### config.mk
export PLATFORM = sky130hd
export DESIGN_NAME = lru_writeback_cache_core
export DESIGN_NICKNAME = d
export VERILOG_FILES = /design/src/hdl/lwc_pkg.sv /design/src/hdl/lru_writeback_cache_core.sv
export SDC_FILE = /design/constraint.sdc
export NUM_CORES = 2
export LEC_CHECK = 0
export ABC_AREA = 1
export CORE_MARGIN = 8
export CORE_UTILIZATION = 65
export CTS_CLUSTER_DIAMETER = 40
export DETAILED_ROUTE_END_ITERATION = 10
export DONT_BUFFER_PORTS = 1
export PLACE_DENSITY = 0.81
export SETUP_SLACK_MARGIN = 0.2
export SYNTH_ARGS = -nofsm -noshare
export SYNTH_HDL_FRONTEND = slang
export SYNTH_SLANG_ARGS = --single-unit
### constraint.sdc
create_clock -name clk -period 34.9 [get_ports clk]
set_input_delay 1.745 -clock clk [delete_from_list [all_inputs] [get_ports clk]]
set_output_delay 1.745 -clock clk [all_outputs]
set_load 0.02 [all_outputs]
### src/hdl/lwc_pkg.sv
// Shared types for the LRU write-back cache core.
`timescale 1ns / 1ps

package lwc_pkg;

  typedef enum logic {
    KIND_LOOKUP = 1'b0,
    KIND_INSERT = 1'b1
  } kind_t;

endpackage

### src/hdl/lru_writeback_cache_core.sv
// Fully associative key/value cache with LRU replacement and dirty write-back.
`timescale 1ns / 1ps

// Command channel: a word (kind, key, value_in) is taken at a rising edge with start high
// and busy low. Keys keep their low KEY_BITS bits and values their low VALUE_BITS bits.
// Result channel: done is high for exactly one cycle with hit, read_value and the
// write-back fields valid; the receiver cannot hold it off, so nothing waits on it.
// Every command produces exactly one result.
// The time a command takes grows with the number of valid entries; one command is in
// flight at a time, and a new one may be accepted in the cycle that done is shown.
// The time is set by walks over the single read port of the entry memories: every
// command has one that compares every key and finds the least recent entry, and all
// but a lookup miss have a second that rewrites every recency rank after the slot to
// promote is known.
// Reset (rst, synchronous) empties the cache and clears the dirty marks; the key,
// value and rank memories need no clearing since only filled slots are ever read.

module lru_writeback_cache_core #(
  parameter int ENTRIES    = 16,
  parameter int KEY_BITS   = 64,
  parameter int VALUE_BITS = 64
) (
  input  logic           clk,
  input  logic           rst,
  input  logic           start,
  output logic           busy,
  input  lwc_pkg::kind_t kind,
  input  logic [63:0]    key,
  input  logic [63:0]    value_in,
  output logic           done,
  output logic           hit,
  output logic [63:0]    read_value,
  output logic           writeback_valid,
  output logic [63:0]    writeback_key,
  output logic [63:0]    writeback_value
);

  import lwc_pkg::*;

  localparam int IW = $clog2(ENTRIES);
  localparam int CW = $clog2(ENTRIES + 1);
  localparam logic [IW-1:0] LAST_RANK = IW'(ENTRIES - 1);

  typedef enum logic [1:0] {
    S_IDLE,
    S_SEARCH,
    S_DECIDE,
    S_UPDATE
  } state_t;

  state_t state;

  logic [KEY_BITS-1:0]   key_mem  [ENTRIES];
  logic [VALUE_BITS-1:0] val_mem  [ENTRIES];
  logic [IW-1:0]         rank_mem [ENTRIES];
  logic [KEY_BITS-1:0]   key_q;
  logic [VALUE_BITS-1:0] val_q;
  logic [IW-1:0]         rank_q;

  logic [ENTRIES-1:0]    dirty;
  logic [CW-1:0]         count;
  logic [CW-1:0]         issue_idx;
  logic                  chk_vld;
  logic [IW-1:0]         chk_idx;

  kind_t                 req_kind;
  logic [KEY_BITS-1:0]   req_key;
  logic [VALUE_BITS-1:0] req_val;

  logic                  found;
  logic [IW-1:0]         found_slot;
  logic [IW-1:0]         found_rank;
  logic [VALUE_BITS-1:0] found_value;
  logic [IW-1:0]         vic_slot;
  logic [KEY_BITS-1:0]   vic_key;
  logic [VALUE_BITS-1:0] vic_value;

  logic [IW-1:0]         slot;
  logic [IW-1:0]         old_rank;

  logic                  full;
  logic                  is_insert;
  logic [IW-1:0]         dec_slot;
  logic [IW-1:0]         dec_old;
  logic [IW-1:0]         rank_next;
  logic                  issue_more;

  assign full       = (count == CW'(ENTRIES));
  assign is_insert  = (req_kind == KIND_INSERT);
  assign issue_more = (issue_idx < count);

  always_comb begin
    if (found) begin
      dec_slot = found_slot;
      dec_old  = found_rank;
    end else if (full) begin
      dec_slot = vic_slot;
      dec_old  = LAST_RANK;
    end else begin
      dec_slot = count[IW-1:0];
      dec_old  = count[IW-1:0];
    end
  end

  always_comb begin
    if (chk_idx == slot) begin
      rank_next = '0;
    end else if (rank_q < old_rank) begin
      rank_next = rank_q + IW'(1);
    end else begin
      rank_next = rank_q;
    end
  end

  always_ff @(posedge clk) begin
    key_q  <= key_mem[issue_idx[IW-1:0]];
    val_q  <= val_mem[issue_idx[IW-1:0]];
    rank_q <= rank_mem[issue_idx[IW-1:0]];
  end

  always_ff @(posedge clk) begin
    if (state == S_DECIDE && is_insert) begin
      val_mem[dec_slot] <= req_val;
      if (!found) begin
        key_mem[dec_slot] <= req_key;
      end
    end
  end

  always_ff @(posedge clk) begin
    if (state == S_UPDATE && chk_vld) begin
      rank_mem[chk_idx] <= rank_next;
    end
  end

  always_ff @(posedge clk) begin
    if (rst) begin
      state     <= S_IDLE;
      busy      <= 1'b0;
      done      <= 1'b0;
      count     <= '0;
      dirty     <= '0;
      issue_idx <= '0;
      chk_vld   <= 1'b0;
    end else begin
      done <= 1'b0;
      unique case (state)
        S_IDLE: begin
          if (start) begin
            req_kind  <= kind;
            req_key   <= key[KEY_BITS-1:0];
            req_val   <= value_in[VALUE_BITS-1:0];
            found     <= 1'b0;
            issue_idx <= '0;
            chk_vld   <= 1'b0;
            busy      <= 1'b1;
            state     <= S_SEARCH;
          end
        end
        S_SEARCH: begin
          if (chk_vld) begin
            if (key_q == req_key && !found) begin
              found       <= 1'b1;
              found_slot  <= chk_idx;
              found_rank  <= rank_q;
              found_value <= val_q;
            end
            if (rank_q == LAST_RANK) begin
              vic_slot  <= chk_idx;
              vic_key   <= key_q;
              vic_value <= val_q;
            end
          end
          if (issue_more) begin
            chk_vld   <= 1'b1;
            chk_idx   <= issue_idx[IW-1:0];
            issue_idx <= issue_idx + CW'(1);
          end else begin
            chk_vld <= 1'b0;
            state   <= S_DECIDE;
          end
        end
        S_DECIDE: begin
          hit             <= found;
          read_value      <= (found && !is_insert) ? 64'(found_value) : '0;
          writeback_valid <= 1'b0;
          writeback_key   <= '0;
          writeback_value <= '0;
          slot            <= dec_slot;
          old_rank        <= dec_old;
          issue_idx       <= '0;
          chk_vld         <= 1'b0;
          if (is_insert) begin
            dirty[dec_slot] <= 1'b1;
            if (!found) begin
              if (full) begin
                if (dirty[vic_slot]) begin
                  writeback_valid <= 1'b1;
                  writeback_key   <= 64'(vic_key);
                  writeback_value <= 64'(vic_value);
                end
              end else begin
                count <= count + CW'(1);
              end
            end
          end
          if (found || is_insert) begin
            state <= S_UPDATE;
          end else begin
            done  <= 1'b1;
            busy  <= 1'b0;
            state <= S_IDLE;
          end
        end
        S_UPDATE: begin
          if (issue_more) begin
            chk_vld   <= 1'b1;
            chk_idx   <= issue_idx[IW-1:0];
            issue_idx <= issue_idx + CW'(1);
          end else begin
            chk_vld <= 1'b0;
            done    <= 1'b1;
            busy    <= 1'b0;
            state   <= S_IDLE;
          end
        end
        default: begin
          state <= S_IDLE;
        end
      endcase
    end
  end

endmodule

==> impl_metrics.toml <==
[cts]
clockRootBuffer = "clkbuf_16"
clock_sink_count = 2815
worstSkewPairLatency_ns = 0.95
cts_tree = "yes"
clk_pin_slew_ns = 0.06
cts_made_buffers = 323
clockBufferDepth = 4
cts_resized = 0
hold_buffers = 0
cts_setup_buffers = 0
htreeDepth = 5

[drt]
drtPass1Iterations = 8
postRouteWirelength_um = 275500
met2_length_um = 131800
viasPerCell = 6.628
drc_errors = 0
num_vias = 65570
maxUsedRoutingLayer = "met5"
ant_nets = 0
met1_length_um = 93830
routedWlPerCell_um = 27.85
wl_met3_um = 33990
first_iter_violations = 11680

[cells_and_area]
top_regs = "key_mem (1024), val_mem (1024)"
area_delta_synth_final_pct = 11.18
final_area_um2 = 117600
nFillCells = 9059
fin_util_pct = 72.51
layoutNonFillerInstCount = 9893
drive_above_1_share_pct = 9.698
layout.nets = 7573

[logic_synthesis]
syn_avg_cell_area_um2 = 14.17
syn_inst = 7465
synth-edff-count = 2652
synth-warning-count = 0
syn_area_um2 = 105800
ys_types = 44
ys.flop_type = "edfxtp_1"
yosysSeqAreaShare_pct = 78.36
synth_fp_nets = 7608
yosysMostFrequentCell = "edfxtp_1"
ys_async_sr_fraction_pct = 0
synth_top_cell_by_area = "edfxtp_1"
synth.top_cell.area_share_pct = 75.28
ys_ff_latch = 2815
yosys-top-cells-count = "2652 x edfxtp_1, 1272 x nor2_1, 1033 x o21ai_0"
synth_top_cells_by_area = "edfxtp_1 75%, o21ai_0 4.9%, nor2_1 4.5%"

[timing]
finalMaxSlewViolations = 0
rsz0062_at_grt = "no"
period_needed_ns = 4.897
slew_headroom_pct = 12.72
hold_viol = 0
fin_skew_ns = 0.07137
finalSetupViolations = 0
fin_crit_sh_pct = 14.03
max_freq_mhz = 204.2
whs_ns = 0.4209
fin_setup_tns_ns = 0
worst_pin_slew_ns = 1.309
finalWorstSetupSlack_ns = 30.00

[worst_setup_path]
cp_cell_sequence = "buf_4, buf_4, buf_4, o21ai_0, o221ai_1, nand3_1, nand3_1"
crit_arrival_ns = 5.75
cp-start-kind = "flip-flop"
cp_common_cell = "buf_4"
slowest_delay_ns = 1.05
path_max_fanout = 112
cp-startpoint = "issue_idx[0]$_SDFFE_PP0P_"
end_kind = "flip-flop"
crit_type = "flip-flop to flip-flop"
critPathSlowestCell = "dfxtp_4"
reg2reg_depth = 7
cp.required_ns = 35.76
reg2reg_from = "issue_idx[0]$_SDFFE_PP0P_"

[floorplanning]
rows = 148
dieArea_um2 = 175900
io_pins = 328
die_x_um = 419.4
initial_core_util_pct = 65.22
die_y_um = 419.4
core-area_um2 = 162200

[placement]
routabilityCongestion = 0.8238
pre_cts_slack_ns = 30.19
dp_hpwl_um = 129000
io_buffers = 0
place_inst = 9280
dpl_cell_area_um2 = 107100

[global_route]
antenna_found_initial = 56
grt_pass1_wl_um = 398600
grt_usage_pct = 30.22
grt_max_degree = 313
grt_pass1_vias = 63970
grt-ovfl-total = 0

[worst_hold_path]
hp-class = "flip-flop to flip-flop"
worstHoldStart = "val_q[6]$_DFF_P_"
min_path_cells = 0

[run_status]
status = "finished clean"

[run]
max_cap_violations = 0

[pwr]
leakagePower_nw = 39.40
vdd_drop_max_v = 0.00005611
powerDensity_nw_per_um2 = 61.93
finalPower_mw = 7.284
==> cell usage in the layout (no fill, tap or decap), types with 42 or more instances in the layout <==
cell type,Yosys,final
dfxtp_1,163,160
nand2_1,468,467
o22ai_1,318,318
o21ai_1,47,47
o21ai_0,1033,1033
diode_2,0,46
inv_1,350,336
nand3_1,233,233
edfxtp_1,2652,2652
clkinv_2,0,45
o221ai_1,211,211
clkbuf_1,243,53
o211ai_1,53,53
a21oi_1,43,42
nor2_4,92,112
buf_4,18,86
clkbuf_16,0,328
nor2_1,1272,1252
==> critical path, delay by kind of cell (launching register included) <==
family / cells / cell delay [ns]
and+or+nand+nor: 2 / 0.23
DFF: 1 / 1.05
AOI/OAI and AO/OA: 2 / 0.53
buffers and inverters: 3 / 2.77
==> final timing paths <==
kind                                   end  slack [ns]
hold / removal    found_value[6]$_DFFE_PP_        0.42
setup / recovery         val_q[34]$_DFF_P_       30.00
setup reg to reg         val_q[34]$_DFF_P_       30.00
hold reg to reg   found_value[6]$_DFFE_PP_        0.42
==> per-layer routing <==
metal / vias to the layer above / track usage [%]
li1: 27400 / -
met1: 31840 / 39.39
met2: 5349 / 47.83
met3: 972 / 6.542
met4: 16 / 16.98
met5: - / 0
==> power by group <==
part / internal (mW) / switching (mW) / total, mW
combinational: 0.0352 / 0.120 / 0.155
clock: 1.95 / 1.36 / 3.31
sequential: 3.75 / 0.0739 / 3.82
total: 5.73 / 1.55 / 7.28
==> cells by family after synthesis <==
group                    Yosys count  share of synthesized area (%)
flip-flops                      2815                          78.36
XOR/XNOR                          12                        0.09935
AO/OA/AOI/OAI                   1715                          9.388
adder cells (fa/ha/maj)           11                         0.1301
buffers and inverters            813                          3.561
AND/OR/NAND/NOR                 2099                          8.461
==> final cells by class <==
class	instances	area, um^2	area share, %
inverter	362	1424	1.211
clock inverter	167	1709	1.453
antenna	46	115.1	0.09787
timing repair buffer	91	745.7	0.6340
multi-input combinational	3837	19320	16.43
tap	2175	2721	2.314
sequential	2815	82910	70.49
clock buffer	400	8668	7.370
No activity file was read; power rests on OpenSTA's default activity.
